`src/hw/rtl/u2a_pkg.sv`:
```
// Shared types, constants and helpers for the unsigned-to-ASCII digit converter.
package u2a_pkg;

	// Field widths
	localparam int VALUE_W = 32;
	localparam int BASE_W  = 8;
	localparam int CHAR_W  = 7;

	// Digit store sizing
	localparam int MAX_DIGITS = 10;
	localparam int DIG_IDX_W  = (MAX_DIGITS > 1) ? $clog2(MAX_DIGITS) : 1;
	localparam int DIG_CNT_W  = $clog2(MAX_DIGITS + 1);

	// Command queue sizing
	localparam int QUEUE_DEPTH = 2;
	localparam int QUEUE_PTR_W = (QUEUE_DEPTH > 1) ? $clog2(QUEUE_DEPTH) : 1;
	localparam int QUEUE_CNT_W = $clog2(QUEUE_DEPTH + 1);

	// Radix codes
	localparam logic [BASE_W-1:0] RADIX_DEC = 8'd10;
	localparam logic [BASE_W-1:0] RADIX_HEX = 8'd16;

	// Divide by ten: floor(n * 0xCCCCCCCD / 2^35) is exact for any 32-bit n
	localparam logic [VALUE_W-1:0] RECIP_10    = 32'hCCCC_CCCD;
	localparam int                 RECIP_SHIFT = 35;
	localparam int                 PROD_W      = 2 * VALUE_W;

	// Character codes
	localparam logic [CHAR_W-1:0] CHAR_ZERO = 7'h30;
	localparam logic [CHAR_W-1:0] CHAR_NONE = 7'h00;
	localparam logic [CHAR_W-1:0] CHAR_HEX_OFS = 7'h57; // 'a' - 10

	// What the front end decided about one incoming word
	typedef enum logic [1:0] {
		CMD_DEC  = 2'd0,
		CMD_HEX  = 2'd1,
		CMD_ZERO = 2'd2,
		CMD_BAD  = 2'd3
	} cmd_kind_t;

	typedef struct packed {
		logic [VALUE_W-1:0] value;
		cmd_kind_t          kind;
	} cmd_t;

	// One digit (0..15) to its lower-case ASCII character
	function automatic logic [CHAR_W-1:0] to_ascii(input logic [3:0] d);
		logic [CHAR_W-1:0] c;
		if (d < 4'd10) begin
			c = CHAR_ZERO + CHAR_W'(d);
		end else begin
			c = CHAR_HEX_OFS + CHAR_W'(d);
		end
		return c;
	endfunction

endpackage

```
`src/hw/rtl/u2a_front.sv`:
```
// Front end: takes input words and classifies them into queue commands.
module u2a_front import u2a_pkg::*; (
	input  logic                src_valid,
	output logic                src_stall,
	input  logic [VALUE_W-1:0]  value,
	input  logic [BASE_W-1:0]   base,
	input  logic                q_full,
	output logic                q_push,
	output cmd_t                q_cmd
);

	// Hold the source off while the queue has no room
	assign src_stall = q_full;
	assign q_push    = src_valid && !q_full;

	// Classify: bad radix, zero, decimal or hex
	always_comb begin
		q_cmd.value = value;
		if (!(base inside {RADIX_DEC, RADIX_HEX})) begin
			q_cmd.kind = CMD_BAD;
		end else if (value == '0) begin
			q_cmd.kind = CMD_ZERO;
		end else if (base == RADIX_HEX) begin
			q_cmd.kind = CMD_HEX;
		end else begin
			q_cmd.kind = CMD_DEC;
		end
	end

endmodule

```
`src/hw/rtl/u2a_queue.sv`:
```
// Short command queue between the front end and the conversion engine.
module u2a_queue import u2a_pkg::*; (
	input  logic  clk,
	input  logic  arst_n,
	input  logic  push,
	input  cmd_t  push_cmd,
	output logic  full,
	input  logic  pop,
	output logic  empty,
	output cmd_t  head
);

	cmd_t                   entry_q [QUEUE_DEPTH];
	logic [QUEUE_PTR_W-1:0] wr_ptr_q;
	logic [QUEUE_PTR_W-1:0] rd_ptr_q;
	logic [QUEUE_CNT_W-1:0] count_q;

	assign full  = (count_q == QUEUE_CNT_W'(QUEUE_DEPTH));
	assign empty = (count_q == '0);
	assign head  = entry_q[rd_ptr_q];

	// Storage
	always_ff @(posedge clk) begin
		if (push) begin
			entry_q[wr_ptr_q] <= push_cmd;
		end
	end

	// Pointers and fill count
	always_ff @(posedge clk or negedge arst_n) begin
		if (!arst_n) begin
			wr_ptr_q <= '0;
			rd_ptr_q <= '0;
			count_q  <= '0;
		end else begin
			if (push) begin
				wr_ptr_q <= (wr_ptr_q == QUEUE_PTR_W'(QUEUE_DEPTH - 1)) ? '0 : wr_ptr_q + 1'b1;
			end
			if (pop) begin
				rd_ptr_q <= (rd_ptr_q == QUEUE_PTR_W'(QUEUE_DEPTH - 1)) ? '0 : rd_ptr_q + 1'b1;
			end
			if (push && !pop) begin
				count_q <= count_q + 1'b1;
			end else if (pop && !push) begin
				count_q <= count_q - 1'b1;
			end
		end
	end

endmodule

```
`src/hw/rtl/u2a_back.sv`:
```
// Conversion engine: peels digits off lowest first, then sends them out in reverse.
module u2a_back import u2a_pkg::*; (
	input  logic               clk,
	input  logic               arst_n,
	input  logic               q_empty,
	input  cmd_t               q_head,
	output logic               q_pop,
	output logic               res_valid,
	input  logic               res_stall,
	output logic [CHAR_W-1:0]  digit_char,
	output logic               last,
	output logic               bad_base
);

	typedef enum logic [3:0] {
		ST_IDLE = 4'b0001,
		ST_MUL  = 4'b0010,
		ST_DIG  = 4'b0100,
		ST_EMIT = 4'b1000
	} state_t;

	state_t                state_q;
	logic [VALUE_W-1:0]    rem_q;
	logic [PROD_W-1:0]     prod_q;
	logic                  hex_q;
	logic                  err_q;
	logic [DIG_CNT_W-1:0]  cnt_q;
	logic [DIG_IDX_W-1:0]  idx_q;
	logic [CHAR_W-1:0]     store_q [MAX_DIGITS];

	logic                  res_valid_q;
	logic [CHAR_W-1:0]     digit_char_q;
	logic                  last_q;
	logic                  bad_q;

	logic [VALUE_W-1:0]    quot;
	logic [VALUE_W-1:0]    quot_times;
	logic [3:0]            rem_digit;
	logic [DIG_CNT_W-1:0]  cnt_next;
	logic                  dig_done;
	logic                  emit_load;

	assign q_pop = (state_q == ST_IDLE) && !q_empty;

	// One digit step: quotient by shift (hex) or reciprocal product (decimal)
	always_comb begin
		if (hex_q) begin
			quot       = rem_q >> 4;
			quot_times = quot << 4;
		end else begin
			quot       = VALUE_W'(prod_q[PROD_W-1:RECIP_SHIFT]);
			quot_times = (quot << 3) + (quot << 1);
		end
		rem_digit = 4'(rem_q - quot_times);
		cnt_next  = cnt_q + 1'b1;
		dig_done  = (quot == '0) || (cnt_next == DIG_CNT_W'(MAX_DIGITS));
	end

	// Output register takes a new character when empty or being drained
	assign emit_load = (state_q == ST_EMIT) && (!res_valid_q || !res_stall);

	// Digit store
	always_ff @(posedge clk) begin
		if (state_q == ST_IDLE && q_pop && q_head.kind == CMD_ZERO) begin
			store_q[0] <= CHAR_ZERO;
		end else if (state_q == ST_DIG) begin
			store_q[cnt_q[DIG_IDX_W-1:0]] <= to_ascii(rem_digit);
		end
	end

	// Datapath registers
	always_ff @(posedge clk) begin
		case (state_q)
			ST_IDLE: begin
				rem_q <= q_head.value;
				hex_q <= (q_head.kind == CMD_HEX);
				err_q <= (q_head.kind == CMD_BAD);
			end
			ST_MUL: begin
				prod_q <= PROD_W'(rem_q) * PROD_W'(RECIP_10);
			end
			ST_DIG: begin
				rem_q <= quot;
			end
			default: begin
			end
		endcase
	end

	// Sequencer
	always_ff @(posedge clk or negedge arst_n) begin
		if (!arst_n) begin
			state_q <= ST_IDLE;
			cnt_q   <= '0;
			idx_q   <= '0;
		end else begin
			case (state_q)
				ST_IDLE: begin
					if (q_pop) begin
						if (q_head.kind == CMD_BAD || q_head.kind == CMD_ZERO) begin
							cnt_q   <= DIG_CNT_W'(1);
							idx_q   <= '0;
							state_q <= ST_EMIT;
						end else begin
							cnt_q   <= '0;
							state_q <= ST_MUL;
						end
					end
				end
				ST_MUL: begin
					state_q <= ST_DIG;
				end
				ST_DIG: begin
					cnt_q <= cnt_next;
					if (dig_done) begin
						idx_q   <= cnt_q[DIG_IDX_W-1:0];
						state_q <= ST_EMIT;
					end else begin
						state_q <= ST_MUL;
					end
				end
				ST_EMIT: begin
					if (emit_load) begin
						if (idx_q == '0) begin
							state_q <= ST_IDLE;
						end else begin
							idx_q <= idx_q - 1'b1;
						end
					end
				end
				default: begin
					state_q <= ST_IDLE;
				end
			endcase
		end
	end

	// Output word valid
	always_ff @(posedge clk or negedge arst_n) begin
		if (!arst_n) begin
			res_valid_q <= 1'b0;
		end else if (emit_load) begin
			res_valid_q <= 1'b1;
		end else if (!res_stall) begin
			res_valid_q <= 1'b0;
		end
	end

	// Output word payload, most significant digit first
	always_ff @(posedge clk) begin
		if (emit_load) begin
			digit_char_q <= err_q ? CHAR_NONE : store_q[idx_q];
			last_q       <= (idx_q == '0);
			bad_q        <= err_q;
		end
	end

	assign res_valid  = res_valid_q;
	assign digit_char = digit_char_q;
	assign last       = last_q;
	assign bad_base   = bad_q;

	// An error word is always a lone, blank, final word
	a_bad_single: assert property (@(posedge clk) disable iff (!arst_n)
		res_valid_q && bad_q |-> last_q && (digit_char_q == CHAR_NONE))
		else $error("bad-base word is not a single blank final word");

	// Digit count never runs past the store
	a_cnt_bound: assert property (@(posedge clk) disable iff (!arst_n)
		cnt_q <= DIG_CNT_W'(MAX_DIGITS))
		else $error("digit count exceeds store size");

	// Emission index stays inside the digits found
	a_idx_bound: assert property (@(posedge clk) disable iff (!arst_n)
		(state_q == ST_EMIT) |-> (DIG_CNT_W'(idx_q) < cnt_q))
		else $error("emit index outside digit count");

	// A digit step always follows its multiply
	a_mul_dig: assert property (@(posedge clk) disable iff (!arst_n)
		(state_q == ST_MUL) |=> (state_q == ST_DIG))
		else $error("multiply not followed by digit step");

endmodule

```
`src/hw/rtl/unsigned_to_ascii_digits.sv`:
```
// Top level of the unsigned-to-ASCII digit converter.
// Converts a 32-bit unsigned value to lower-case ASCII digits in base 10 or 16,
// most significant first, no leading zeros, with last set on the final word; a
// zero value gives the single word '0', and any other base gives one word with
// bad_base and last set and digit_char 0. Input words land in a two-deep command
// queue, so the source can run ahead by two words. The engine picks up a command,
// then works out each digit with a multiply by the reciprocal of ten (used only
// for decimal) and then the quotient and remainder step, then sends the characters
// out one at a time through the output register, holding while the sink stalls.
// A zero value or a bad base skips the digit steps.
module unsigned_to_ascii_digits import u2a_pkg::*; (
	input  logic               clk,
	input  logic               arst_n,
	input  logic               src_valid,
	output logic               src_stall,
	input  logic [VALUE_W-1:0] value,
	input  logic [BASE_W-1:0]  base,
	output logic               res_valid,
	input  logic               res_stall,
	output logic [CHAR_W-1:0]  digit_char,
	output logic               last,
	output logic               bad_base
);

	logic q_full;
	logic q_push;
	logic q_pop;
	logic q_empty;
	cmd_t q_cmd;
	cmd_t q_head;

	u2a_front u_front (
		.src_valid (src_valid),
		.src_stall (src_stall),
		.value     (value),
		.base      (base),
		.q_full    (q_full),
		.q_push    (q_push),
		.q_cmd     (q_cmd)
	);

	u2a_queue u_queue (
		.clk      (clk),
		.arst_n   (arst_n),
		.push     (q_push),
		.push_cmd (q_cmd),
		.full     (q_full),
		.pop      (q_pop),
		.empty    (q_empty),
		.head     (q_head)
	);

	u2a_back u_back (
		.clk        (clk),
		.arst_n     (arst_n),
		.q_empty    (q_empty),
		.q_head     (q_head),
		.q_pop      (q_pop),
		.res_valid  (res_valid),
		.res_stall  (res_stall),
		.digit_char (digit_char),
		.last       (last),
		.bad_base   (bad_base)
	);

endmodule

```
`config.mk`:
```
export PLATFORM = sky130hd
export DESIGN_NAME = unsigned_to_ascii_digits
export DESIGN_NICKNAME = d
export VERILOG_FILES = /design/src/hw/rtl/u2a_pkg.sv /design/src/hw/rtl/u2a_front.sv /design/src/hw/rtl/u2a_queue.sv /design/src/hw/rtl/u2a_back.sv /design/src/hw/rtl/unsigned_to_ascii_digits.sv
export SDC_FILE = /design/constraint.sdc
export NUM_CORES = 1
export LEC_CHECK = 0
export ABC_CLOCK_PERIOD_IN_PS = 9600
export BUFFER_PORTS_ARGS = -buffer_cell sky130_fd_sc_hd__buf_2
export CELL_PAD_IN_SITES_DETAIL_PLACEMENT = 0
export CELL_PAD_IN_SITES_GLOBAL_PLACEMENT = 2
export CORE_ASPECT_RATIO = 0.6
export CORE_MARGIN = 4
export CORE_UTILIZATION = 40
export CTS_CLUSTER_SIZE = 14
export DETAILED_ROUTE_END_ITERATION = 8
export PLACE_DENSITY = 0.82
export SLEW_MARGIN = 10
export SYNTH_ARGS = -nofsm -noshare
export SYNTH_HDL_FRONTEND = slang
export SYNTH_SLANG_ARGS = --single-unit
```
`constraint.sdc`:
```
create_clock -name clk -period 9.6 [get_ports clk]
set_input_delay 0.48 -clock clk [delete_from_list [all_inputs] [get_ports clk]]
set_output_delay 0.48 -clock clk [all_outputs]
set_load 0.01 [all_outputs]
```
==> reports/metrics.yaml <==
status: "finished, final reports clean"
syn_avg_cell_area_um2: 11.4
antennaDiodeCount: 0
cts-buffers-inserted: 23
final_antenna_net_count: 0
grt_usage: 0.233
arrival_ns: 8.28
grt_max_degree: 53
ys_warn_count: 0
syn_to_final_growth_pct: 7.97
yosysUniqueCellTypes: 69
drive_gt1_frac: 0.0586
timing.final.crit_share: 0.836
drv_cap: 0
tightest_slew_ns: 1.19
top_usage_layer: "met1"
wl_per_cell_um: 24.5
use_met2: 0.286
clk_pin_slew_ns: 0.07
use_met3: 0.124
drc: 0
routed_via_density: 5.28
die_x_um: 338
period_minus_slack_ns: 8.03
hold_violations: 0
nets: 3139
cts_root_buf: "clkbuf_16"
use_met1: 0.367
cts_buffer_depth: 3
wirelength_um: 78900
grt_pass1_wl_um: 118000
die_y_um: 206
min_path_type: "input pin to flop"
dp_hpwl_um: 68700
numPortBuffers: 54
end_kind: "flop"
htree_levels: 1
setup_tns_ns: 0
cpPeakStageDelay_ns: 0.96
fmax_mhz: 125
ys.flop_type: "edfxtp_1"
crit_buf_inv: 0
clk_latency_ns: 0.51
postLayoutCellArea_um2: 28200
crit_path_start_kind: "flop"
grt_pass1_vias: 18136
ios: 55
antenna_found_initial: 0
overflow: 0
rows: 72
clock-sinks: 227
dpl_cell_area_um2: 27400
core_um2: 64500
crit_slowest_cell: "edfxtp_1"
relSlewSlack: 0.208
syn-cell-area_um2: 26100
holdWs_ns: 0.178
fin_skew_ns: 0.0200
synth-edff-count: 210
setup-violations-final: 0
routabilityCongestion: 0.999
critPathRequiredTime_ns: 9.85
drtPass1Iterations: 6
num_vias: 17026
cp_max_fo: 10
seq_area_frac_synth: 0.258
critPathTopFamily: "adder cells"
tritoncts: "built"
maxSlewViolCount: 0
die-area_um2: 69600
drt_iter0_markers: 1367
synth_cells: 2300
crit_chain: "ha_1, xnor2_1, xnor2_1, ha_1, xor2_1, ha_1, fa_1, fa_1, fa_1, fa_1, ha_1, nand2_1, o211ai_1, nor3_1, a21oi_1, nand4_1, a31oi_1, a31o_2, a21oi_1, xnor2_1"
cts_resized: 0
ys_ff_latch: 227
critPathKind: "flop to flop"
initial_core_util: 0.405
ys_async_sr_fraction: 0.0749
fill_cells: 6036
rsz0062_at_grt: "no"
## layout by cell type (no fill, tap or decap), drive strengths merged, types with 20 or more instances in the layout
cell type / Yosys / final
ha: 352 / 352
and2: 20 / 20
mux2i: 39 / 39
xnor2: 39 / 39
a21oi: 97 / 97
nand3: 24 / 24
edfxtp: 210 / 210
inv: 552 / 553
nor2: 49 / 49
xor2: 48 / 48
a21o: 32 / 32
o21ai: 49 / 49
nor4: 21 / 21
fa: 387 / 387
buf: 10 / 69
nand2: 67 / 67
a211oi: 51 / 51
nor2b: 37 / 37
clkbuf: 38 / 29
## worst reg2reg max path: cells and delay by family (launching register included)
kind            cells  cell delay, ns
compound gates      5            1.75
simple gates        3            0.61
flops               1            0.96
fa+ha+maj           8            3.55
xor+xnor            4            0.92
## layer usage
metal	vias to the layer above	wire (um)	part of all wire
met1	8669	39200	0.50
met3	34	11700	0.15
li1	7689	-	-
met5	-	0	0
met4	0	427	0.0054
met2	634	27600	0.35
## layout make-up
cell class / instances / area (um^2) / area share
Tap cell: 851 / 1060 / 0.0378
Clock buffer: 29 / 618 / 0.0219
Inverter: 552 / 2070 / 0.0735
Sequential cell: 227 / 6730 / 0.239
Multi-Input combinational cell: 1482 / 17200 / 0.609
Timing Repair Buffer: 70 / 393 / 0.0139
Clock inverter: 12 / 139 / 0.00493
## logic make-up after synthesis
| logic type | Yosys count | share of synthesized area |
|---|---|---|
| and+or+nand+nor | 294 | 0.0592 |
| xor gates and xnor gates | 87 | 0.0292 |
| AOI/OAI and AO/OA | 297 | 0.0739 |
| other | 1 | 0.000144 |
| muxes | 55 | 0.0279 |
| DFF | 227 | 0.258 |
| adders and majority gates | 739 | 0.465 |
| buffers and inverters | 600 | 0.0867 |
## sequential cells by signal, indices dropped and copies added (netlist names), 2 cells and up
| signal | flops |
|---|---|
| u_back.store_q | 70 |
| u_back.state_q | 4 |
| u_back.idx_q | 4 |
| u_queue.entry_q | 68 |
| u_back.cnt_q | 4 |
| u_back.rem_q | 32 |
| u_queue.count_q | 2 |
| u_back.prod_q | 29 |
| u_back.digit_char | 7 |
## synthesized netlist by cell type, drive strengths merged (11+ instances only)
cell,count,area [um^2]
xor2,48,420
nor4,21,131
a21oi,97,489
nor2,49,186
nand3,24,120
xnor2,39,342
nor3,15,80.1
nand2b,11,68.8
a21o,32,240
fa,387,7750
inv,552,2070
clkbuf,38,143
a31oi,12,75.1
dfrtp,16,400
mux2i,39,390
o21ai,49,245
and2,20,125
mux4,14,315
ha,352,4400
a211oi,51,393
nor2b,37,231
nand4,12,75.1
nand2,67,251
edfxtp,210,6310
## final timing paths
kind	slack (ns)	depth (start not counted)	to	from
setup reg to reg	1.57	20	u_back.prod_q[60]$_DFFE_PN_	u_back.rem_q[6]$_DFFE_PP_
setup / recovery	1.57	20	u_back.prod_q[60]$_DFFE_PN_	u_back.rem_q[6]$_DFFE_PP_
hold reg to reg	0.53	1	u_back.state_q[2]$_DFFE_PN0P_	u_back.state_q[2]$_DFFE_PN0P_
hold / removal	0.18	1	u_queue.entry_q[1][16]$_DFFE_PP_	value[14]
min in group asynchronous	0.47	2	u_back.idx_q[3]$_DFFE_PN0P_	arst_n
max in group asynchronous	8.78	2	u_back.state_q[0]$_DFFE_PN1P_	arst_n
## what timing repair did
action	4_1_cts	5_1_grt
endpoints found under the hold margin	16	0
hold buffers	1	0
setup buffers	0	0
## stage by stage
| stage | util | cells | setup WS [ns] |
|---|---|---|---|
| after floorplan | - | 2309 | 2.81 |
| after global placement | 0.425 | 3181 | 1.76 |
| after detailed placement | 0.425 | 3181 | 1.74 |
| after CTS | 0.437 | 3223 | 1.72 |
| after global routing | 0.437 | 3223 | 1.45 |
| final | 0.437 | 3223 | 1.57 |
Power is not shown: default switching activity piles up to over one toggle a cycle in this logic, so the estimate is an artifact.
